--- config.mk ---
export PLATFORM = sky130hd
export DESIGN_NAME = grid_ripple_ring_renderer_flat
export DESIGN_NICKNAME = d
export VERILOG_FILES = /design/src/hdl/grr_pkg.sv /design/src/hdl/grr_in_if.sv /design/src/hdl/grr_out_if.sv /design/src/hdl/grr_ctrl.sv /design/src/hdl/grr_isqrt.sv /design/src/hdl/grr_dp.sv /design/src/hdl/grid_ripple_ring_renderer.sv /design/src/flat_wrapper.sv
export VERILOG_INCLUDE_DIRS = /design/src /design/src/hdl
export SDC_FILE = /design/constraint.sdc
export NUM_CORES = 1
export LEC_CHECK = 0
export BUFFER_PORTS_ARGS = -buffer_cell sky130_fd_sc_hd__buf_2
export CAP_MARGIN = 20
export CORE_MARGIN = 5
export CORE_UTILIZATION = 45
export CTS_CLUSTER_SIZE = 24
export DETAILED_ROUTE_END_ITERATION = 12
export SKIP_LAST_GASP = 1
export SLEW_MARGIN = 30
export SYNTH_ARGS = -nofsm -noshare
export SYNTH_HDL_FRONTEND = slang
export SYNTH_SLANG_ARGS = --single-unit
--- constraint.sdc ---
create_clock -name i_clk -period 12.83 [get_ports i_clk]
set_input_delay 0.6415 -clock i_clk [delete_from_list [all_inputs] [get_ports i_clk]]
set_output_delay 0.6415 -clock i_clk [all_outputs]
set_load 0.005 [all_outputs]
--- src/hdl/assert_macros.svh ---
// Assertion macros of the ring renderer modules.
// Included by every file that carries concurrent assertions; needs no package.
`ifndef ASSERT_MACROS_SVH
`define ASSERT_MACROS_SVH
`ifndef SYNTHESIS
// Property must hold at every clock edge outside reset.
`define GRR_ASSERT(lbl, clk, rst_n, prop) \
    lbl: assert property (@(posedge clk) disable iff (!rst_n) (prop)) \
        else $error("assertion failed");
// Expression must never be true at a clock edge outside reset.
`define GRR_NEVER(lbl, clk, rst_n, expr) \
    lbl: assert property (@(posedge clk) disable iff (!rst_n) !(expr)) \
        else $error("forbidden condition seen");
`else
`define GRR_ASSERT(lbl, clk, rst_n, prop)
`define GRR_NEVER(lbl, clk, rst_n, expr)
`endif
`endif

--- src/hdl/grr_pkg.sv ---
// Shared types and constants of the ring renderer.
// Used by the channel interfaces, the controller, the datapath and the top level.
package grr_pkg;

    // Field widths of the channels and the register port.
    localparam int CMD_W      = 2;
    localparam int KEY_W      = 4;
    localparam int PIX_IDX_W  = 4;
    localparam int CHAN_W     = 8;
    localparam int HUE_W      = 9;
    localparam int BRIGHT_W   = 8;
    localparam int RADIUS_W   = 6;
    localparam int CFG_IDX_W  = 1;
    localparam int CFG_DATA_W = 9;

    // Color constants.
    localparam int CHAN_MAX       = 255;
    localparam int HUE_SECTOR_DEG = 60;
    localparam int HUE_SECTORS    = 8;

    // Commands carried by an input word.
    typedef enum logic [CMD_W-1:0] {
        CMD_TICK  = 2'd0,
        CMD_PRESS = 2'd1,
        CMD_CLEAR = 2'd2,
        CMD_NONE  = 2'd3
    } t_cmd;

    // Configuration register indexes.
    typedef enum logic [CFG_IDX_W-1:0] {
        CFG_HUE    = 1'd0,
        CFG_BRIGHT = 1'd1
    } t_cfg_idx;

    // Controller states.
    typedef enum logic [3:0] {
        S_IDLE,
        S_BLACK,
        S_HUE0,
        S_HUE1,
        S_SQ,
        S_RINIT,
        S_ROOT,
        S_DIST,
        S_LVL0,
        S_LVL1,
        S_LVL2,
        S_CHMUL,
        S_EMIT
    } t_state;

    // Datapath operations issued by the controller.
    typedef enum logic [3:0] {
        OP_NONE,
        OP_HUE0,
        OP_HUE1,
        OP_SQ,
        OP_ROOT_INIT,
        OP_ROOT_STEP,
        OP_DIST,
        OP_LVL0,
        OP_LVL1,
        OP_LVL2,
        OP_CHMUL,
        OP_LOAD_PIX,
        OP_LOAD_BLACK
    } t_dp_op;

    // Commands from the controller to the datapath.
    typedef struct packed {
        t_dp_op op;
        logic   load_origin;
        logic   clr_radius;
        logic   adv_radius;
        logic   pix_first;
    } t_dp_cmd;

    // Status from the datapath to the controller.
    typedef struct packed {
        logic key_ok;
        logic radius_done;
        logic last_pix;
        logic out_busy;
        logic root_done;
    } t_dp_stat;

endpackage

--- src/hdl/grr_in_if.sv ---
// Input channel of the ring renderer: command and key number with valid/ready.
// Depends on grr_pkg for the field widths.
interface grr_in_if import grr_pkg::*; ();
    logic             valid;
    logic             ready;
    logic [CMD_W-1:0] cmd;
    logic [KEY_W-1:0] key_num;

    modport source (output valid, output cmd, output key_num, input ready);
    modport sink (input valid, input cmd, input key_num, output ready);
endinterface

--- src/hdl/grr_out_if.sv ---
// Output channel of the ring renderer: one pixel color per word with valid/ready.
// Depends on grr_pkg for the field widths.
interface grr_out_if import grr_pkg::*; ();
    logic                 valid;
    logic                 ready;
    logic [PIX_IDX_W-1:0] pixel_index;
    logic [CHAN_W-1:0]    red;
    logic [CHAN_W-1:0]    green;
    logic [CHAN_W-1:0]    blue;
    logic                 last_pixel;

    modport source (output valid, output pixel_index, output red, output green,
                    output blue, output last_pixel, input ready);
    modport sink (input valid, input pixel_index, input red, input green,
                  input blue, input last_pixel, output ready);
endinterface

--- src/hdl/grr_ctrl.sv ---
// Controller of the ring renderer: command decode, ring state and step sequencing.
// Depends on grr_pkg and assert_macros.svh; drives grr_dp through t_dp_cmd.
`include "assert_macros.svh"
module grr_ctrl import grr_pkg::*; (
    input  logic             i_clk,
    input  logic             i_rst_n,
    input  logic             i_in_valid,
    input  logic [CMD_W-1:0] i_in_cmd,
    output logic             o_in_ready,
    input  t_dp_stat         i_stat,
    output t_dp_cmd          o_cmd
);

    t_state r_state, n_state;
    logic   r_armed, n_armed;
    logic   r_lit, n_lit;

    // State and ring flags.
    always_ff @(posedge i_clk) begin
        if (!i_rst_n) begin
            r_state <= S_IDLE;
            r_armed <= 1'b0;
            r_lit   <= 1'b0;
        end else begin
            r_state <= n_state;
            r_armed <= n_armed;
            r_lit   <= n_lit;
        end
    end

    // Next state and datapath commands.
    always_comb begin
        n_state    = r_state;
        n_armed    = r_armed;
        n_lit      = r_lit;
        o_cmd      = '0;
        o_cmd.op   = OP_NONE;
        o_in_ready = (r_state == S_IDLE);
        unique case (r_state)
            S_IDLE: begin
                if (i_in_valid) begin
                    unique case (t_cmd'(i_in_cmd))
                        CMD_PRESS: begin
                            if (i_stat.key_ok) begin
                                o_cmd.load_origin = 1'b1;
                                o_cmd.clr_radius  = 1'b1;
                                n_armed           = 1'b1;
                                n_lit             = 1'b0;
                            end
                        end
                        CMD_CLEAR: begin
                            o_cmd.clr_radius = 1'b1;
                            o_cmd.pix_first  = 1'b1;
                            n_armed          = 1'b0;
                            n_lit            = 1'b0;
                            n_state          = S_BLACK;
                        end
                        CMD_TICK: begin
                            if (!r_armed || i_stat.radius_done) begin
                                if (r_lit) begin
                                    n_lit           = 1'b0;
                                    o_cmd.pix_first = 1'b1;
                                    n_state         = S_BLACK;
                                end
                            end else begin
                                o_cmd.pix_first = 1'b1;
                                n_state         = S_HUE0;
                            end
                        end
                        CMD_NONE: begin
                        end
                    endcase
                end
            end
            S_BLACK: begin
                if (!i_stat.out_busy) begin
                    o_cmd.op = OP_LOAD_BLACK;
                    if (i_stat.last_pix) begin
                        n_state = S_IDLE;
                    end
                end
            end
            S_HUE0: begin
                o_cmd.op = OP_HUE0;
                n_state  = S_HUE1;
            end
            S_HUE1: begin
                o_cmd.op = OP_HUE1;
                n_state  = S_SQ;
            end
            S_SQ: begin
                o_cmd.op = OP_SQ;
                n_state  = S_RINIT;
            end
            S_RINIT: begin
                o_cmd.op = OP_ROOT_INIT;
                n_state  = S_ROOT;
            end
            S_ROOT: begin
                o_cmd.op = OP_ROOT_STEP;
                if (i_stat.root_done) begin
                    n_state = S_DIST;
                end
            end
            S_DIST: begin
                o_cmd.op = OP_DIST;
                n_state  = S_LVL0;
            end
            S_LVL0: begin
                o_cmd.op = OP_LVL0;
                n_state  = S_LVL1;
            end
            S_LVL1: begin
                o_cmd.op = OP_LVL1;
                n_state  = S_LVL2;
            end
            S_LVL2: begin
                o_cmd.op = OP_LVL2;
                n_state  = S_CHMUL;
            end
            S_CHMUL: begin
                o_cmd.op = OP_CHMUL;
                n_state  = S_EMIT;
            end
            S_EMIT: begin
                if (!i_stat.out_busy) begin
                    o_cmd.op = OP_LOAD_PIX;
                    if (i_stat.last_pix) begin
                        o_cmd.adv_radius = 1'b1;
                        n_lit            = 1'b1;
                        n_state          = S_IDLE;
                    end else begin
                        n_state = S_SQ;
                    end
                end
            end
        endcase
    end

    // The strip is marked lit only by the last word of a drawn frame.
    `GRR_ASSERT(a_lit_after_frame, i_clk, i_rst_n, $rose(r_lit) |-> $past(r_state == S_EMIT))
    // A ring is armed only by an accepted key press.
    `GRR_ASSERT(a_arm_by_press, i_clk, i_rst_n,
        $rose(r_armed) |-> $past(i_in_valid && (t_cmd'(i_in_cmd) == CMD_PRESS)))
    // The distance step follows a finished square root.
    `GRR_ASSERT(a_root_finished, i_clk, i_rst_n,
        (r_state == S_DIST) |-> $past((r_state == S_ROOT) && i_stat.root_done))
    // A black frame ends only after its last word was loaded.
    `GRR_ASSERT(a_black_complete, i_clk, i_rst_n,
        ((r_state == S_IDLE) && ($past(r_state) == S_BLACK)) |-> $past(i_stat.last_pix))

endmodule

--- src/hdl/grr_isqrt.sv ---
// Bit-serial integer square root, one result bit per step, rounding down.
// Stand-alone; used by grr_dp.
module grr_isqrt #(
    parameter int RT_W = 7
) (
    input  logic              i_clk,
    input  logic              i_rst_n,
    input  logic              i_start,
    input  logic              i_step,
    input  logic [2*RT_W-1:0] i_value,
    output logic [RT_W-1:0]   o_root,
    output logic              o_done
);

    localparam int SQ_W  = 2 * RT_W;
    localparam int CNT_W = (RT_W > 1) ? $clog2(RT_W) : 1;

    logic [SQ_W-1:0]  r_v;
    logic [SQ_W-1:0]  r_res;
    logic [SQ_W-1:0]  r_bit;
    logic [CNT_W-1:0] r_cnt;
    logic [SQ_W-1:0]  w_trial;

    assign w_trial = r_res + r_bit;

    // Step counter; the last step is the one taken while it reads zero.
    always_ff @(posedge i_clk) begin
        if (!i_rst_n) begin
            r_cnt <= '0;
        end else if (i_start) begin
            r_cnt <= CNT_W'(RT_W - 1);
        end else if (i_step && (r_cnt != '0)) begin
            r_cnt <= r_cnt - CNT_W'(1);
        end
    end

    // Remainder, partial root and the current trial bit.
    always_ff @(posedge i_clk) begin
        if (i_start) begin
            r_v   <= i_value;
            r_res <= '0;
            r_bit <= SQ_W'(1) << (SQ_W - 2);
        end else if (i_step) begin
            if (r_v >= w_trial) begin
                r_v   <= r_v - w_trial;
                r_res <= (r_res >> 1) + r_bit;
            end else begin
                r_res <= r_res >> 1;
            end
            r_bit <= r_bit >> 2;
        end
    end

    assign o_root = r_res[RT_W-1:0];
    assign o_done = (r_cnt == '0);

endmodule

--- src/hdl/grr_dp.sv ---
// Datapath of the ring renderer: registers, ring state, hue, distance, level and output.
// Depends on grr_pkg and grr_isqrt; steered by grr_ctrl through t_dp_cmd.
module grr_dp import grr_pkg::*; #(
    parameter int PIXEL_COUNT       = 15,
    parameter int GRID_COLUMNS      = 5,
    parameter int SUB_UNITS_PER_KEY = 8,
    parameter int RING_HALF_WIDTH   = 6,
    parameter int END_RADIUS        = 41,
    parameter int FRONT_STEP        = 1
) (
    input  logic                  i_clk,
    input  logic                  i_rst_n,
    input  logic                  i_cfg_we,
    input  logic [CFG_IDX_W-1:0]  i_cfg_idx,
    input  logic [CFG_DATA_W-1:0] i_cfg_data,
    input  logic [KEY_W-1:0]      i_key,
    input  t_dp_cmd               i_cmd,
    output t_dp_stat              o_stat,
    input  logic                  i_out_ready,
    output logic                  o_out_valid,
    output logic [PIX_IDX_W-1:0]  o_pixel_index,
    output logic [CHAN_W-1:0]     o_red,
    output logic [CHAN_W-1:0]     o_green,
    output logic [CHAN_W-1:0]     o_blue,
    output logic                  o_last_pixel
);

    localparam int ROWS     = (PIXEL_COUNT + GRID_COLUMNS - 1) / GRID_COLUMNS;
    localparam int COL_W    = (GRID_COLUMNS > 1) ? $clog2(GRID_COLUMNS) : 1;
    localparam int ROW_W    = (ROWS > 1) ? $clog2(ROWS) : 1;
    localparam int PIX_W    = $clog2(PIXEL_COUNT);
    localparam int SPAN     = ((GRID_COLUMNS > ROWS) ? GRID_COLUMNS : ROWS) * SUB_UNITS_PER_KEY;
    localparam int DIFF_W   = $clog2(SPAN);
    localparam int RT_W     = DIFF_W + 1;
    localparam int SQ_W     = 2 * RT_W;
    localparam int RING2    = RING_HALF_WIDTH * RING_HALF_WIDTH;
    localparam int RECIP    = (1 << 16) / RING2;
    localparam int REM_MUL  = (CHAN_MAX * 4) / HUE_SECTOR_DEG;
    localparam int CMP_W    = 12;

    // Configuration registers.
    logic [HUE_W-1:0]    r_hue;
    logic [BRIGHT_W-1:0] r_bright;

    // Ring state.
    logic [COL_W-1:0]    r_org_col;
    logic [ROW_W-1:0]    r_org_row;
    logic [RADIUS_W-1:0] r_radius;

    // Pixel position.
    logic [PIX_W-1:0] r_pix;
    logic [COL_W-1:0] r_col;
    logic [ROW_W-1:0] r_row;

    // Working registers.
    logic [3:0]          r_sector;
    logic [CHAN_W-1:0]   r_rem;
    logic [CHAN_W-1:0]   r_cr, r_cg, r_cb;
    logic [2*DIFF_W-1:0] r_dx2, r_dy2;
    logic                r_inband;
    logic [7:0]          r_dsq;
    logic [15:0]         r_num;
    logic [32:0]         r_prod;
    logic [CHAN_W-1:0]   r_lvl;
    logic [15:0]         r_pr, r_pg, r_pb;

    // Output word register.
    logic                 r_out_valid;
    logic [PIX_IDX_W-1:0] r_out_pix;
    logic [CHAN_W-1:0]    r_out_r, r_out_g, r_out_b;
    logic                 r_out_last;

    logic [KEY_W-1:0]    w_key_row;
    logic [COL_W-1:0]    w_key_col;
    logic [3:0]          w_sector;
    logic [5:0]          w_off;
    logic [CHAN_W-1:0]   w_a, w_b, w_q, w_t;
    logic [CHAN_W-1:0]   w_hr, w_hg, w_hb;
    logic [COL_W-1:0]    w_cdiff;
    logic [ROW_W-1:0]    w_rdiff;
    logic [DIFF_W-1:0]   w_adx, w_ady;
    logic [RT_W-1:0]     w_root;
    logic                w_root_done;
    logic [CMP_W-1:0]    w_dist, w_rad, w_dd;
    logic [8:0]          w_qest;
    logic [16:0]         w_rem17;
    logic [CHAN_W-1:0]   w_lvl;
    logic [6:0]          w_rad_sum;
    logic [7:0]          w_pix_ext;
    logic                w_load;
    logic                w_last;

    // Floor of x / 255 for any 16-bit x below 65280, where the quotient fits in 8 bits.
    function automatic logic [CHAN_W-1:0] f_div255(input logic [15:0] x);
        logic [16:0] s;
        s = 17'(x) + 17'(1) + 17'(x[15:8]);
        return s[15:8];
    endfunction

    // Origin row and column of the key: count row starts at or below the key.
    always_comb begin
        w_key_row = '0;
        for (int m = 1; m < 16; m++) begin
            if (int'(i_key) >= m * GRID_COLUMNS) begin
                w_key_row = w_key_row + KEY_W'(1);
            end
        end
        w_key_col = COL_W'(int'(i_key) - int'(w_key_row) * GRID_COLUMNS);
    end

    // Hue sector and the offset of the hue inside it.
    always_comb begin
        w_sector = '0;
        for (int m = 1; m <= HUE_SECTORS; m++) begin
            if (int'(r_hue) >= m * HUE_SECTOR_DEG) begin
                w_sector = w_sector + 4'(1);
            end
        end
        w_off = 6'(int'(r_hue) - int'(w_sector) * HUE_SECTOR_DEG);
    end

    // Falling and rising channel values of the sector and the sector select.
    always_comb begin
        w_a = 8'((16'(r_rem) * 16'(CHAN_MAX)) >> 8);
        w_b = 8'((16'(8'(CHAN_MAX) - r_rem) * 16'(CHAN_MAX)) >> 8);
        w_q = 8'((16'(8'(CHAN_MAX) - w_a) * 16'(CHAN_MAX)) >> 8);
        w_t = 8'((16'(8'(CHAN_MAX) - w_b) * 16'(CHAN_MAX)) >> 8);
        case (r_sector)
            4'd0: begin
                w_hr = 8'(CHAN_MAX); w_hg = w_t;           w_hb = '0;
            end
            4'd1: begin
                w_hr = w_q;           w_hg = 8'(CHAN_MAX); w_hb = '0;
            end
            4'd2: begin
                w_hr = '0;            w_hg = 8'(CHAN_MAX); w_hb = w_t;
            end
            4'd3: begin
                w_hr = '0;            w_hg = w_q;           w_hb = 8'(CHAN_MAX);
            end
            4'd4: begin
                w_hr = w_t;           w_hg = '0;            w_hb = 8'(CHAN_MAX);
            end
            default: begin
                w_hr = 8'(CHAN_MAX); w_hg = '0;            w_hb = w_q;
            end
        endcase
    end

    // Absolute offsets from the origin in sub-key units.
    always_comb begin
        w_cdiff = (r_col >= r_org_col) ? (r_col - r_org_col) : (r_org_col - r_col);
        w_rdiff = (r_row >= r_org_row) ? (r_row - r_org_row) : (r_org_row - r_row);
        w_adx   = DIFF_W'(int'(w_cdiff) * SUB_UNITS_PER_KEY);
        w_ady   = DIFF_W'(int'(w_rdiff) * SUB_UNITS_PER_KEY);
    end

    // Distance to the ring front.
    always_comb begin
        w_dist = CMP_W'(w_root);
        w_rad  = CMP_W'(r_radius);
        w_dd   = (w_dist >= w_rad) ? (w_dist - w_rad) : (w_rad - w_dist);
    end

    // Level division by the squared half width: reciprocal estimate, then one fix-up.
    always_comb begin
        w_qest  = r_prod[24:16];
        w_rem17 = 17'(r_num) - 17'(w_qest) * 17'(RING2);
        w_lvl   = (w_rem17 >= 17'(RING2)) ? 8'(w_qest + 9'(1)) : w_qest[7:0];
    end

    assign w_rad_sum = 7'(r_radius) + 7'(FRONT_STEP);
    assign w_load    = (i_cmd.op == OP_LOAD_PIX) || (i_cmd.op == OP_LOAD_BLACK);
    assign w_last    = (r_pix == PIX_W'(PIXEL_COUNT - 1));
    assign w_pix_ext = 8'(r_pix);

    grr_isqrt #(
        .RT_W (RT_W)
    ) u_isqrt (
        .i_clk   (i_clk),
        .i_rst_n (i_rst_n),
        .i_start (i_cmd.op == OP_ROOT_INIT),
        .i_step  (i_cmd.op == OP_ROOT_STEP),
        .i_value (SQ_W'(r_dx2) + SQ_W'(r_dy2)),
        .o_root  (w_root),
        .o_done  (w_root_done)
    );

    // Configuration writes.
    always_ff @(posedge i_clk) begin
        if (!i_rst_n) begin
            r_hue    <= '0;
            r_bright <= BRIGHT_W'(CHAN_MAX);
        end else if (i_cfg_we) begin
            unique case (t_cfg_idx'(i_cfg_idx))
                CFG_HUE:    r_hue    <= i_cfg_data;
                CFG_BRIGHT: r_bright <= i_cfg_data[BRIGHT_W-1:0];
            endcase
        end
    end

    // Ring origin and front radius.
    always_ff @(posedge i_clk) begin
        if (!i_rst_n) begin
            r_org_col <= '0;
            r_org_row <= '0;
            r_radius  <= '0;
        end else begin
            if (i_cmd.load_origin) begin
                r_org_col <= w_key_col;
                r_org_row <= ROW_W'(w_key_row);
            end
            if (i_cmd.clr_radius) begin
                r_radius <= '0;
            end else if (i_cmd.adv_radius) begin
                r_radius <= (w_rad_sum > 7'((1 << RADIUS_W) - 1)) ?
                            RADIUS_W'((1 << RADIUS_W) - 1) : w_rad_sum[RADIUS_W-1:0];
            end
        end
    end

    // Pixel counter with its column and row.
    always_ff @(posedge i_clk) begin
        if (!i_rst_n) begin
            r_pix <= '0;
            r_col <= '0;
            r_row <= '0;
        end else if (i_cmd.pix_first) begin
            r_pix <= '0;
            r_col <= '0;
            r_row <= '0;
        end else if (w_load) begin
            r_pix <= r_pix + PIX_W'(1);
            if (r_col == COL_W'(GRID_COLUMNS - 1)) begin
                r_col <= '0;
                r_row <= r_row + ROW_W'(1);
            end else begin
                r_col <= r_col + COL_W'(1);
            end
        end
    end

    // Working registers, one step per operation.
    always_ff @(posedge i_clk) begin
        case (i_cmd.op)
            OP_HUE0: begin
                r_sector <= w_sector;
                r_rem    <= 8'((int'(w_off) * REM_MUL) >> 2);
            end
            OP_HUE1: begin
                r_cr <= w_hr;
                r_cg <= w_hg;
                r_cb <= w_hb;
            end
            OP_SQ: begin
                r_dx2 <= (2*DIFF_W)'(w_adx) * (2*DIFF_W)'(w_adx);
                r_dy2 <= (2*DIFF_W)'(w_ady) * (2*DIFF_W)'(w_ady);
            end
            OP_DIST: begin
                r_inband <= (w_dd < CMP_W'(RING_HALF_WIDTH));
                r_dsq    <= 8'(w_dd[3:0]) * 8'(w_dd[3:0]);
            end
            OP_LVL0: begin
                r_num <= r_inband ? (16'(r_bright) * (16'(RING2) - 16'(r_dsq))) : '0;
            end
            OP_LVL1: begin
                r_prod <= 33'(r_num) * 33'(RECIP);
            end
            OP_LVL2: begin
                r_lvl <= w_lvl;
            end
            OP_CHMUL: begin
                r_pr <= 16'(r_cr) * 16'(r_lvl);
                r_pg <= 16'(r_cg) * 16'(r_lvl);
                r_pb <= 16'(r_cb) * 16'(r_lvl);
            end
            default: begin
            end
        endcase
    end

    // Output word valid flag.
    always_ff @(posedge i_clk) begin
        if (!i_rst_n) begin
            r_out_valid <= 1'b0;
        end else if (w_load) begin
            r_out_valid <= 1'b1;
        end else if (i_out_ready) begin
            r_out_valid <= 1'b0;
        end
    end

    // Output word payload.
    always_ff @(posedge i_clk) begin
        if (w_load) begin
            r_out_pix  <= w_pix_ext[PIX_IDX_W-1:0];
            r_out_last <= w_last;
            if (i_cmd.op == OP_LOAD_PIX) begin
                r_out_r <= f_div255(r_pr);
                r_out_g <= f_div255(r_pg);
                r_out_b <= f_div255(r_pb);
            end else begin
                r_out_r <= '0;
                r_out_g <= '0;
                r_out_b <= '0;
            end
        end
    end

    // Status to the controller.
    always_comb begin
        o_stat.key_ok      = (CMP_W'(i_key) < CMP_W'(PIXEL_COUNT));
        o_stat.radius_done = (CMP_W'(r_radius) >= CMP_W'(END_RADIUS));
        o_stat.last_pix    = w_last;
        o_stat.out_busy    = r_out_valid && !i_out_ready;
        o_stat.root_done   = w_root_done;
    end

    assign o_out_valid   = r_out_valid;
    assign o_pixel_index = r_out_pix;
    assign o_red         = r_out_r;
    assign o_green       = r_out_g;
    assign o_blue        = r_out_b;
    assign o_last_pixel  = r_out_last;

endmodule

--- src/hdl/grid_ripple_ring_renderer.sv ---
// Ring renderer top level. A key press emits nothing. A drawn frame computes the hue once,
// then runs every pixel through squaring, the bit-serial square root, the distance, level
// and channel steps and the output load. A black frame loads one black word per pixel.
// One input word is worked on at a time; the last pixel word may wait in the output
// register while the next word is taken. Synchronous active-low reset clears the ring,
// the output valid flag and the controller, and loads hue 0 and brightness 255.
module grid_ripple_ring_renderer import grr_pkg::*; #(
    parameter int PIXEL_COUNT       = 15,
    parameter int GRID_COLUMNS      = 5,
    parameter int SUB_UNITS_PER_KEY = 8,
    parameter int RING_HALF_WIDTH   = 6,
    parameter int END_RADIUS        = 41,
    parameter int FRONT_STEP        = 1
) (
    input  logic                  i_clk,
    input  logic                  i_rst_n,
    input  logic                  i_cfg_we,
    input  logic [CFG_IDX_W-1:0]  i_cfg_idx,
    input  logic [CFG_DATA_W-1:0] i_cfg_data,
    grr_in_if.sink                i_in,
    grr_out_if.source             o_out
);

    t_dp_cmd  w_cmd;
    t_dp_stat w_stat;
    logic     w_in_ready;

    // Sequencer.
    grr_ctrl u_ctrl (
        .i_clk      (i_clk),
        .i_rst_n    (i_rst_n),
        .i_in_valid (i_in.valid),
        .i_in_cmd   (i_in.cmd),
        .o_in_ready (w_in_ready),
        .i_stat     (w_stat),
        .o_cmd      (w_cmd)
    );

    // Arithmetic, ring state and output register.
    grr_dp #(
        .PIXEL_COUNT       (PIXEL_COUNT),
        .GRID_COLUMNS      (GRID_COLUMNS),
        .SUB_UNITS_PER_KEY (SUB_UNITS_PER_KEY),
        .RING_HALF_WIDTH   (RING_HALF_WIDTH),
        .END_RADIUS        (END_RADIUS),
        .FRONT_STEP        (FRONT_STEP)
    ) u_dp (
        .i_clk         (i_clk),
        .i_rst_n       (i_rst_n),
        .i_cfg_we      (i_cfg_we),
        .i_cfg_idx     (i_cfg_idx),
        .i_cfg_data    (i_cfg_data),
        .i_key         (i_in.key_num),
        .i_cmd         (w_cmd),
        .o_stat        (w_stat),
        .i_out_ready   (o_out.ready),
        .o_out_valid   (o_out.valid),
        .o_pixel_index (o_out.pixel_index),
        .o_red         (o_out.red),
        .o_green       (o_out.green),
        .o_blue        (o_out.blue),
        .o_last_pixel  (o_out.last_pixel)
    );

    assign i_in.ready = w_in_ready;

endmodule
--- src/flat_wrapper.sv ---
// flat-port wrapper written by rule: the top's interface ports become plain ports
module grid_ripple_ring_renderer_flat import grr_pkg::*;
#(
    parameter int PIXEL_COUNT       = 15,
    parameter int GRID_COLUMNS      = 5,
    parameter int SUB_UNITS_PER_KEY = 8,
    parameter int RING_HALF_WIDTH   = 6,
    parameter int END_RADIUS        = 41,
    parameter int FRONT_STEP        = 1
)
  (i_clk, i_rst_n, i_cfg_we, i_cfg_idx, i_cfg_data, i_in_valid, i_in_cmd, i_in_key_num, i_in_ready, o_out_valid, o_out_pixel_index, o_out_red, o_out_green, o_out_blue, o_out_last_pixel, o_out_ready);
  grr_in_if i_in_i ();
  grr_out_if o_out_i ();
  input  logic i_clk;
  input  logic i_rst_n;
  input  logic i_cfg_we;
  input  logic [CFG_IDX_W-1:0] i_cfg_idx;
  input  logic [CFG_DATA_W-1:0] i_cfg_data;
  input wire logic [$bits(i_in_i.valid)-1:0] i_in_valid;
  input wire logic [$bits(i_in_i.cmd)-1:0] i_in_cmd;
  input wire logic [$bits(i_in_i.key_num)-1:0] i_in_key_num;
  output wire logic [$bits(i_in_i.ready)-1:0] i_in_ready;
  output wire logic [$bits(o_out_i.valid)-1:0] o_out_valid;
  output wire logic [$bits(o_out_i.pixel_index)-1:0] o_out_pixel_index;
  output wire logic [$bits(o_out_i.red)-1:0] o_out_red;
  output wire logic [$bits(o_out_i.green)-1:0] o_out_green;
  output wire logic [$bits(o_out_i.blue)-1:0] o_out_blue;
  output wire logic [$bits(o_out_i.last_pixel)-1:0] o_out_last_pixel;
  input wire logic [$bits(o_out_i.ready)-1:0] o_out_ready;
  assign i_in_i.valid = i_in_valid;
  assign i_in_i.cmd = i_in_cmd;
  assign i_in_i.key_num = i_in_key_num;
  assign i_in_ready = i_in_i.ready;
  assign o_out_valid = o_out_i.valid;
  assign o_out_pixel_index = o_out_i.pixel_index;
  assign o_out_red = o_out_i.red;
  assign o_out_green = o_out_i.green;
  assign o_out_blue = o_out_i.blue;
  assign o_out_last_pixel = o_out_i.last_pixel;
  assign o_out_i.ready = o_out_ready;
  grid_ripple_ring_renderer #(.PIXEL_COUNT(PIXEL_COUNT), .GRID_COLUMNS(GRID_COLUMNS), .SUB_UNITS_PER_KEY(SUB_UNITS_PER_KEY), .RING_HALF_WIDTH(RING_HALF_WIDTH), .END_RADIUS(END_RADIUS), .FRONT_STEP(FRONT_STEP)) u_core (.i_clk(i_clk), .i_rst_n(i_rst_n), .i_cfg_we(i_cfg_we), .i_cfg_idx(i_cfg_idx), .i_cfg_data(i_cfg_data), .i_in(i_in_i), .o_out(o_out_i));
endmodule
Word-level counts from Yosys, hierarchy flattened

Cells that the tools add are included.

Bits in registers: 263
Input port bits: 21

Add/sub/neg operators: 38
$mul: 16
Order comparisons: 20
Equality and inequality tests: 44
Multiplexer cells: 63
Bitwise gates (word level): 2
Reductions and logical operators: 31

Operators by type and width:

| operator                                                                | count |
|---|---|
| 4-bit two-way mux                                                       | 18 |
| 8-bit case mux with 3 select lines                                      | 3 |
| 14-bit two-way mux                                                      | 4 |
| 4-bit case mux with 13 select lines                                     | 1 |
| 16-bit by 1-bit adder with 16-bit output (second input constant)        | 3 |
| 16-bit by 8-bit adder with 16-bit output                                | 3 |
| 8-bit by 8-bit multiplier with 16-bit output                            | 3 |
| 9-bit by 9-bit multiplier with 16-bit output (second input constant)    | 3 |
| 4-bit case mux with 12 select lines                                     | 1 |
| 4-bit equality test (second input constant)                             | 11 |
| 4-bit by 1-bit adder with 4-bit output (second input constant)          | 10 |
| 4-bit by 3-bit equality test with 1-bit output (second input constant)  | 9 |
| 9-bit >= comparator (second input constant)                             | 4 |
| 8-bit by 8-bit subtractor with 9-bit output (first input constant)      | 3 |
| 4-bit by 2-bit equality test with 1-bit output (second input constant)  | 6 |
| 16-bit by 9-bit multiplier with 23-bit output (second input constant)   | 1 |
| 9-bit by 8-bit >= comparator with 1-bit output (second input constant)  | 2 |
| 1-bit two-way mux                                                       | 18 |
| 17-bit by 6-bit >= comparator with 1-bit output (second input constant) | 1 |
| 16-bit by 15-bit subtractor with 17-bit output                          | 1 |
| 8-bit by 8-bit multiplier with 16-bit output (second input constant)    | 1 |
| 9-bit by 9-bit multiplier with 16-bit output                            | 1 |
| 3-bit two-way mux                                                       | 5 |
| 13-bit by 13-bit adder with 14-bit output                               | 1 |
| 62 further kinds                                                        | 101 |

Depth between registers and ports, before layout

Gate-level depths: netlist of run 1.

Depth in word-level cells: 19
Depth in mapped cells: 35
Gate-level depth less buffers: 35

Hierarchy

A second synthesis of run 1 with hierarchy kept.

Cells, all modules: 3299
Area, all modules: 31091.1 sq um

By module, submodules not included:

| module    | times used | cells each | area an instance (sq um) |
|---|---|---|---|
| grr_dp    | 1          | 2853       | 27333.7 |
| grr_isqrt | 1          | 350        | 3021.6 |
| grr_ctrl  | 1          | 96         | 735.7 |

Worst setup path after synthesis of run 1

No wires, ideal clock.

Kind: register to register
Start: register u_core.u_dp.r_rem[5]
End: register u_core.u_dp.r_cg[7] (data pin)
Setup time: 0.271 ns
Arrival: 8.359 ns
Required time: 12.559 ns
Setup slack: 4.200 ns
Stages on the path, launching flop included: 32
Path buffers: 0
Clock period less this slack: 8.630 ns
Path through: edfxtp_1 -> inv_1 -> fa_1 -> fa_1 -> ha_1 -> inv_1 -> fa_1 -> inv_1 -> ha_1 -> nand4b_1 -> o21bai_1 -> a21o_1 -> a21oi_1 -> o21ai_0 -> a211oi_1 -> o21ai_0 -> xnor2_1 -> fa_1 -> fa_1 -> inv_1 -> fa_1 -> inv_1 -> fa_1 -> ha_1 -> nand2_1 -> o21ai_0 -> o21ai_0 -> o21ai_0 -> nor4_1 -> nor3_1 -> xnor2_1 -> a211oi_1

Word-level cells in the longest chain between the ends: 5
Elaborated cells between the ends (all ways): 8

RTL lines:

| what                                         | RTL line      | text |
|---|---|---|
| start: declaration                           | grr_dp.sv:57  | `logic [CHAN_W-1:0] r_rem;` |
| start signal: assignment                     | grr_dp.sv:248 | `r_rem <= 8'((int'(w_off) * REM_MUL) >> 2);` |
| 8-bit by 8-bit subtractor with 9-bit output  | grr_dp.sv:125 | `w_b = 8'((16'(8'(CHAN_MAX) - r_rem) * 16'(CHAN_MAX)) >> 8);` |
| 9-bit by 9-bit multiplier with 16-bit output | grr_dp.sv:125 |  |
| 8-bit by 8-bit subtractor with 9-bit output  | grr_dp.sv:127 | `w_t = 8'((16'(8'(CHAN_MAX) - w_b) * 16'(CHAN_MAX)) >> 8);` |
| 9-bit by 9-bit multiplier with 16-bit output | grr_dp.sv:127 |  |
| 8-bit case mux with 3 select lines *         | grr_dp.sv:128 | `case (r_sector)` |
| named net u_core.u_dp.w_hg[7]                | grr_dp.sv:78  | `logic [CHAN_W-1:0] w_hr, w_hg, w_hb;` |
| end signal: assignment                       | grr_dp.sv:252 | `r_cg <= w_hg;` |
| end: declaration                             | grr_dp.sv:58  | `logic [CHAN_W-1:0] r_cr, r_cg, r_cb;` |

The timed path passes the listed nets; every way through them passes the cells marked *.
A chain may end at the register's enable or synchronous reset.

Final worst setup path of run 1

Start: register u_core.u_dp.r_rem[3]
End: register u_core.u_dp.r_cb[7] (data pin)

Word-level cells in the longest chain between the ends: 5
Elaborated cells between the ends (all ways): 8

RTL lines:

| what                                         | RTL line      | text |
|---|---|---|
| 8-bit by 8-bit subtractor with 9-bit output  | grr_dp.sv:125 |  |
| 9-bit by 9-bit multiplier with 16-bit output | grr_dp.sv:125 |  |
| 8-bit by 8-bit subtractor with 9-bit output  | grr_dp.sv:127 |  |
| 9-bit by 9-bit multiplier with 16-bit output | grr_dp.sv:127 |  |
| 8-bit case mux with 3 select lines *         | grr_dp.sv:128 |  |
| named net u_core.u_dp.w_hb[7]                | grr_dp.sv:78  |  |
| end signal: assignment                       | grr_dp.sv:253 | `r_cb <= w_hb;` |
| end: declaration                             | grr_dp.sv:58  |  |

Marks and branches as above.

==> results by group, run 1 <==
Global routing
  • Total global-route track usage: around 17%
  • Initial antenna violation count: 0
  • Largest net degree at the start of global routing: approximately 50
  • Vias in the first global route: ~23,000
  • First-pass GRT wire length: between 100,000 and 150,000 um
  • Total congestion overflow: 0

Finish
  • Nets: 4,037
  • Layout area overhead: 7.16%
  • Layout cells sized above 1: under 10%
  • N_diodes: 0
  • Sequential cell area: around 6600 um2
  • Finished Layout Cells: approximately 4,100
  • Layout fillers: approximately 6,300
  • Most frequent cells in the layout: 557 x inv_1, 473 x ha_1, 301 x fa_1
  • Post-route cell area: 32,700 um2
  • Commonest non-fill, non-tap cell in the layout: inv_1
  • Area taken by multi-input logic gates: 21,600 um2

Worst setup path
  • Critical path arrival: 9920 ps
  • CP peak stage delay: around 560 ps
  • R2R setup slack: approximately 3300 ps
  • Reg2reg end: u_core.u_dp.r_cb[7]
  • Worst-path fanout max: 5
  • WS Path Type: reg2reg
  • FF-to-FF path depth: 32
  • Crit start category: register
  • Crit end category: register
  • Slowest-stage cell, CP: fa_1
  • Most frequent cell on the critical path: fa_1
  • CP Data Required Time: around 13,000 ps
  • RR Startpoint: u_core.u_dp.r_rem[3]

Timing
  • Worst Tran Pin Value: ~940 ps
  • Max-slew headroom at the worst pin: 37.3%
  • Fmax: around 0.10 GHz
  • Final Max Slew Viols: 0
  • RSZ-0062 raised after global routing: false
  • Setup violators final: 0
  • Setup TNS: 0 ps
  • Fin crit share: 74.5%
  • Worst Clk Skew: 20.9 ps
  • Final Hold Fails: 0
  • Fin crit period: between 9000 and 10,000 ps

Detailed routing
  • Final ANT Viol Nets: 0
  • Drt pass-1 iters: 5
  • Drt total wl: between 60,000 and 70,000 um
  • Drt first-iter violations: 993
  • Post-DR wirelength/cell: around 15 um
  • Vias: 21,602
  • Via-to-Cell Ratio: roughly 5.2
  • DRC: 0

Hold path
  • Hold Crit Class: in2reg
  • Hold depth: 3
  • Hold endpoint: u_core.u_dp.r_bright[3]
  • Min-delay src: i_cfg_data[3]

Synth
  • Post-synth top area cell: fa_1
  • Synth unique cells: 85
  • Post-synthesis async set-or-reset flop share: 0%
  • Mapped Cells: approximately 3,200
  • Avg Cell Area, Syn: roughly 9.5 um2
  • Register area share after synthesis: between 20% and 30%
  • Area share of the largest cell type after synthesis: 19.7%
  • Mapped Nets: ~4,000
  • Top post-synthesis cells by area: fa_1 20%, ha_1 19%, edfxtp_1 17%
  • Synth Flop Type: edfxtp_1
  • Post-synth EDFFs: 176
  • Synthesized flop and latch total: ~240
  • Post-synthesis cell area: roughly 31,000 um2
  • Ys Warns: 0

Floorplanning
  • Die width: ~270 um
  • Core Area: 67,300 um2
  • Die Y: 271 um
  • Io pins: 52
  • Starting Density: between 40% and 50%
  • Num rows: 95
  • Die area: around 73,000 um2

Clock tree
  • CTS sink count: between 200 and 250
  • Clk Latency, worst-skew pair: 550 ps
  • H-tree levels: 2
  • Post_cts resized: 0
  • Total CTS buffers: 34
  • TritonCTS clock tree: built
  • Clock slew at reported path FFs: approximately 60 ps
  • Post-CTS setup buffer count: 0
  • Hold_buf cts: 0
  • Root buffer cell: clkbuf_16
  • CTS Buffer Depth: 3

Place
  • Routability congestion estimate: ~0.85
  • Buffers on Ports: 51
  • DP Wirelength: between 50,000 and 60,000 um
  • Area of placed instances: roughly 32,000 um2
  • Placed instance count: between 4,000 and 5,000

Run
  • Maxcap violations: 0

Run status
  • Run status: finished, final reports clean
-- layer usage --
metal | wire length [um] | GRT usage [%]
met4 | 1330 | 4.15
met2 | 30400 | 30.8
met3 | 1960 | 1.86
met1 | 28800 | 22.6
met5 | 0 | 0
-- cells by family (layout without fill, tap and decap cells) --
family	after synthesis	in the layout	share of synthesized area (%)
AND/OR/NAND/NOR	863	863	13.7
adder cells (fa/ha/maj)	775	775	39.1
buffers and inverters	628	680	7.84
AO/OA/AOI/OAI	456	456	10.1
flip-flops	244	244	21.8
XOR/XNOR	224	224	6.60
multiplexers	26	26	0.893
-- Yosys cell counts, drive strengths merged (8+ instances only) --
| cell type | instances |
|---|---|
| nand2 | 264 |
| o21a | 26 |
| o21bai | 23 |
| or3 | 10 |
| or2 | 16 |
| fa | 301 |
| a211oi | 18 |
| edfxtp | 176 |
| inv | 557 |
| o221a | 8 |
| dfxtp | 68 |
| xnor2 | 147 |
| o21ai | 78 |
| mux2i | 19 |
| a21oi | 127 |
| nor3 | 36 |
| and2 | 160 |
| clkbuf | 57 |
| ha | 473 |
| and3 | 16 |
| nor2b | 34 |
| a31o | 8 |
| nand4 | 16 |
| nand2b | 37 |
| nor2 | 202 |
| nand3 | 45 |
| buf | 14 |
| a21boi | 28 |
| a31oi | 17 |
| a21o | 33 |
| xor2 | 77 |
| o22ai | 16 |
| o211ai | 11 |
-- layout make-up --
| class | instances | area share, % |
|---|---|---|
| Sequential cell | 244 | 20.3 |
| Timing Repair Buffer | 61 | 1.01 |
| Clock inverter | 16 | 0.348 |
| Multi-Input combinational cell | 2344 | 65.8 |
| Inverter | 557 | 6.38 |
| Tap cell | 873 | 3.34 |
| Clock buffer | 46 | 2.81 |
-- stage by stage --
step	hold WS [ps]	setup WS (ps)	utilization (%)
after floorplan	448	4200	-
after global placement	464	3470	47.1
after detailed placement	465	3220	47.1
after CTS	319	3200	48.7
after global routing	339	2570	48.7
final	351	3270	48.7
-- flip-flops by register name, indices dropped and copies added (netlist names), 9 cells and up --
name and flops:
u_core.u_dp.r_hue 9, u_core.u_dp.r_num 16, u_core.u_dp.r_pb 16, u_core.u_dp.r_pg 16
u_core.u_dp.r_pr 16, u_core.u_dp.r_prod 9, u_core.u_dp.u_isqrt.r_res 14, u_core.u_dp.u_isqrt.r_v 14
-- how the worst max path moves through the flow --
stage	start	to	slack [ps]	depth (start not counted)
4_1_cts	u_core.u_dp.r_rem[5]	u_core.u_dp.r_cg[7]	3200	31
3_5_place_dp	u_core.u_dp.r_rem[3]	u_core.u_dp.r_cb[7]	3220	32
6_report	u_core.u_dp.r_rem[3]	u_core.u_dp.r_cb[7]	3270	32
2_1_floorplan	u_core.u_dp.r_rem[5]	u_core.u_dp.r_cg[7]	4200	31
5_1_grt	u_core.u_dp.r_rem[3]	u_core.u_dp.r_cb[7]	2570	32
3_3_place_gp	u_core.u_dp.r_rem[5]	u_core.u_dp.r_cb[7]	3470	31
-- worst max-delay path, delay by kind of cell, from the launching register on --
| family | cells | cell delay (ps) |
|---|---|---|
| compound gates | 10 | 2400 |
| buf+inv | 6 | 580 |
| simple gates | 3 | 800 |
| xor+xnor | 4 | 950 |
| fa+ha+maj | 9 | 4210 |
| flops | 1 | 440 |
Power of run 1 is not shown: default switching activity piles up to over one toggle a cycle in this logic, so the estimate is an artifact.
==> inputs of run 2 (changes only) <==
==> constraint.sdc (replaced) <==
create_clock -name i_clk -period 8.9 [get_ports i_clk]
set_input_delay 0.445 -clock i_clk [delete_from_list [all_inputs] [get_ports i_clk]]
set_output_delay 0.445 -clock i_clk [all_outputs]
set_load 0.005 [all_outputs]
==> run 2 against run 1 <==
  * First-iteration DRC count is 0.81% higher
  * Flip-flop and latch count stayed put
  * Fmax is 12% higher
  * Non-clock buffer count is 30 higher
  * Register-to-register slack worse by 2900 ps
  * Sequential share of layout area is 0.31 points lower
  * Clock-buffer cell count is 1 higher
  * Cell count is 0.72% higher
  * Critical endpoint is now u_core.u_dp.r_cr[3]
  * Routed wire length is 1.9% higher
  * Critical path depth is 3 higher
  * Die area stayed put
  * Setup slack worse by 2900 ps
  * Highest routed layer unchanged
==> results by group, run 2 (synthesis results as in run 1) <==
Worst setup path
  • Critical path arrival: 8840 ps (-1080 ps)
  • Crit start category: register
  • CP Data Required Time: 9200 ps (-3990 ps)
  • WS Path Type: reg2reg
  • Slowest-stage cell, CP: fa_1
  • Crit end category: register
  • Worst-path fanout max: 5 (unchanged)
  • CP peak stage delay: 570 ps (about the same)

Timing
  • RSZ-0062 raised after global routing: true
  • Fmax: 0.117 GHz (+12%)
  • Setup TNS: 0 ps (unchanged)
  • Final Hold Fails: 0 (unchanged)
  • Setup violators final: 0 (unchanged)
  • Worst Clk Skew: 26.8 ps (+5.94 ps)
  • Worst Tran Pin Value: 971 ps (+30.3 ps)
  • Max-slew headroom at the worst pin: 35.3% (-2.0 points)
  • Final Max Slew Viols: 0 (unchanged)
  • Fin crit period: 8540 ps (-1020 ps)
  • Fin crit share: 95.9% (+21 points)

Floorplanning
  • Core Area: 67,300 um2 (unchanged)
  • Die Y: 271 um (unchanged)
  • Die width: 271 um (unchanged)
  • Num rows: 95 (unchanged)
  • Io pins: 52 (unchanged)
  • Die area: 73,200 um2 (unchanged)
  • Starting Density: 45.4% (unchanged)

Global routing
  • Largest net degree at the start of global routing: 49 (unchanged)
  • Total global-route track usage: 17.6% (+0.33 points)
  • Initial antenna violation count: 0 (unchanged)
  • First-pass GRT wire length: 110,000 um (+1.1%)
  • Total congestion overflow: 0 (unchanged)
  • Vias in the first global route: 23,007 (+0.19%)

Place
  • DP Wirelength: 51,100 um (+1.3%)
  • Routability congestion estimate: 0.868 (+2.0%)
  • Placed instance count: 4,098 (+0.47%)
  • Buffers on Ports: 51 (unchanged)

Clock tree
  • Hold_buf cts: 0 (unchanged)
  • Total CTS buffers: 34 (unchanged)
  • Clk Latency, worst-skew pair: 560 ps (about the same)
  • Clock slew at reported path FFs: 60 ps (about the same)
  • Root buffer cell: clkbuf_16
  • TritonCTS clock tree: built
  • CTS Buffer Depth: 3 (unchanged)
  • CTS sink count: 244 (unchanged)
  • H-tree levels: 2 (unchanged)

Run status
  • Run status: finished, final reports clean

Finish
  • Most frequent cells in the layout: 552 x inv_1, 472 x ha_1, 297 x fa_1
  • N_diodes: 0 (unchanged)
  • Layout area overhead: 8.83%
  • Finished Layout Cells: 4,171 (+0.72%)
  • Layout cells sized above 1: 7.49% (+2.0 points)
  • Commonest non-fill, non-tap cell in the layout: inv_1
  • Nets: 4,067 (+0.74%)

Detailed routing
  • Via-to-Cell Ratio: 5.21 (-0.19%)
  • DRC: 0 (unchanged)
  • Drt pass-1 iters: 5 (unchanged)
  • Post-DR wirelength/cell: 15.3 um (+1.1%)
  • Vias: 21,718 (+0.54%)
  • Final ANT Viol Nets: 0 (unchanged)
  • Drt total wl: 63,600 um (+1.9%)
  • Drt first-iter violations: 1,001 (+0.81%)

Run
  • Maxcap violations: 0 (unchanged)

Hold path
  • Hold Crit Class: in2reg
## run 2: critical path: cells and delay by family (launching register included)
kind	cells	cell delay [ps]
AO/OA/AOI/OAI	6	990
buffers and inverters	9	590
adder cells (fa/ha/maj)	10	4460
XOR/XNOR	3	620
flip-flops	1	430
AND/OR/NAND/NOR	7	1200
## run 2: per-stage QoR
step                cell area (um2)  hold slack [ps]  setup slack [ps]  util (%)
floorplan                     30600              448               270         -
global placement              31800              464             -10.1      47.3
detailed placement            31800              468              -220      47.3
CTS                           33000              101              7.08      49.1
global route                  33300              133              -148      49.4
finish                        33300              143               361      49.4
## run 2: worst paths after layout
kind | start | endpoint | slack, ps | cells past startpoint
worst max-delay path | u_core.u_dp.r_rem[2] | u_core.u_dp.r_cr[3] | 360 | 35
worst min-delay path | i_cfg_data[3] | u_core.u_dp.r_bright[3] | 140 | 3
worst max register to register | u_core.u_dp.r_rem[2] | u_core.u_dp.r_cr[3] | 360 | 35
worst min register to register | u_core.u_dp.u_isqrt.r_bit[12] | u_core.u_dp.u_isqrt.r_bit[12] | 480 | 2
## run 2: repair_timing
action	CTS	global route
setup buffers	4	7
gates resized for setup	9	40
pin swaps	4	19
setup endpoints to repair	13	24
## run 2: area by class of cell
type / count / area [um2]
Multi-Input combinational cell: 2344 / 21700
Clock inverter: 15 / 139
Inverter: 557 / 2090
Clock buffer: 47 / 981
Sequential cell: 244 / 6650
Tap cell: 873 / 1090
Timing Repair Buffer: 91 / 556
Fill cell: 6220 / 34000
## run 2: routing by layer
metal | vias to the layer above | wire length, um | global-route usage, %
li1 | 10702 | - | -
met1 | 10590 | 29200 | 23.1
met2 | 339 | 31200 | 31.1
met3 | 87 | 1970 | 2.30
met4 | 0 | 1310 | 3.95
met5 | - | 0 | 0
Power of run 2 is left out for the same reason.
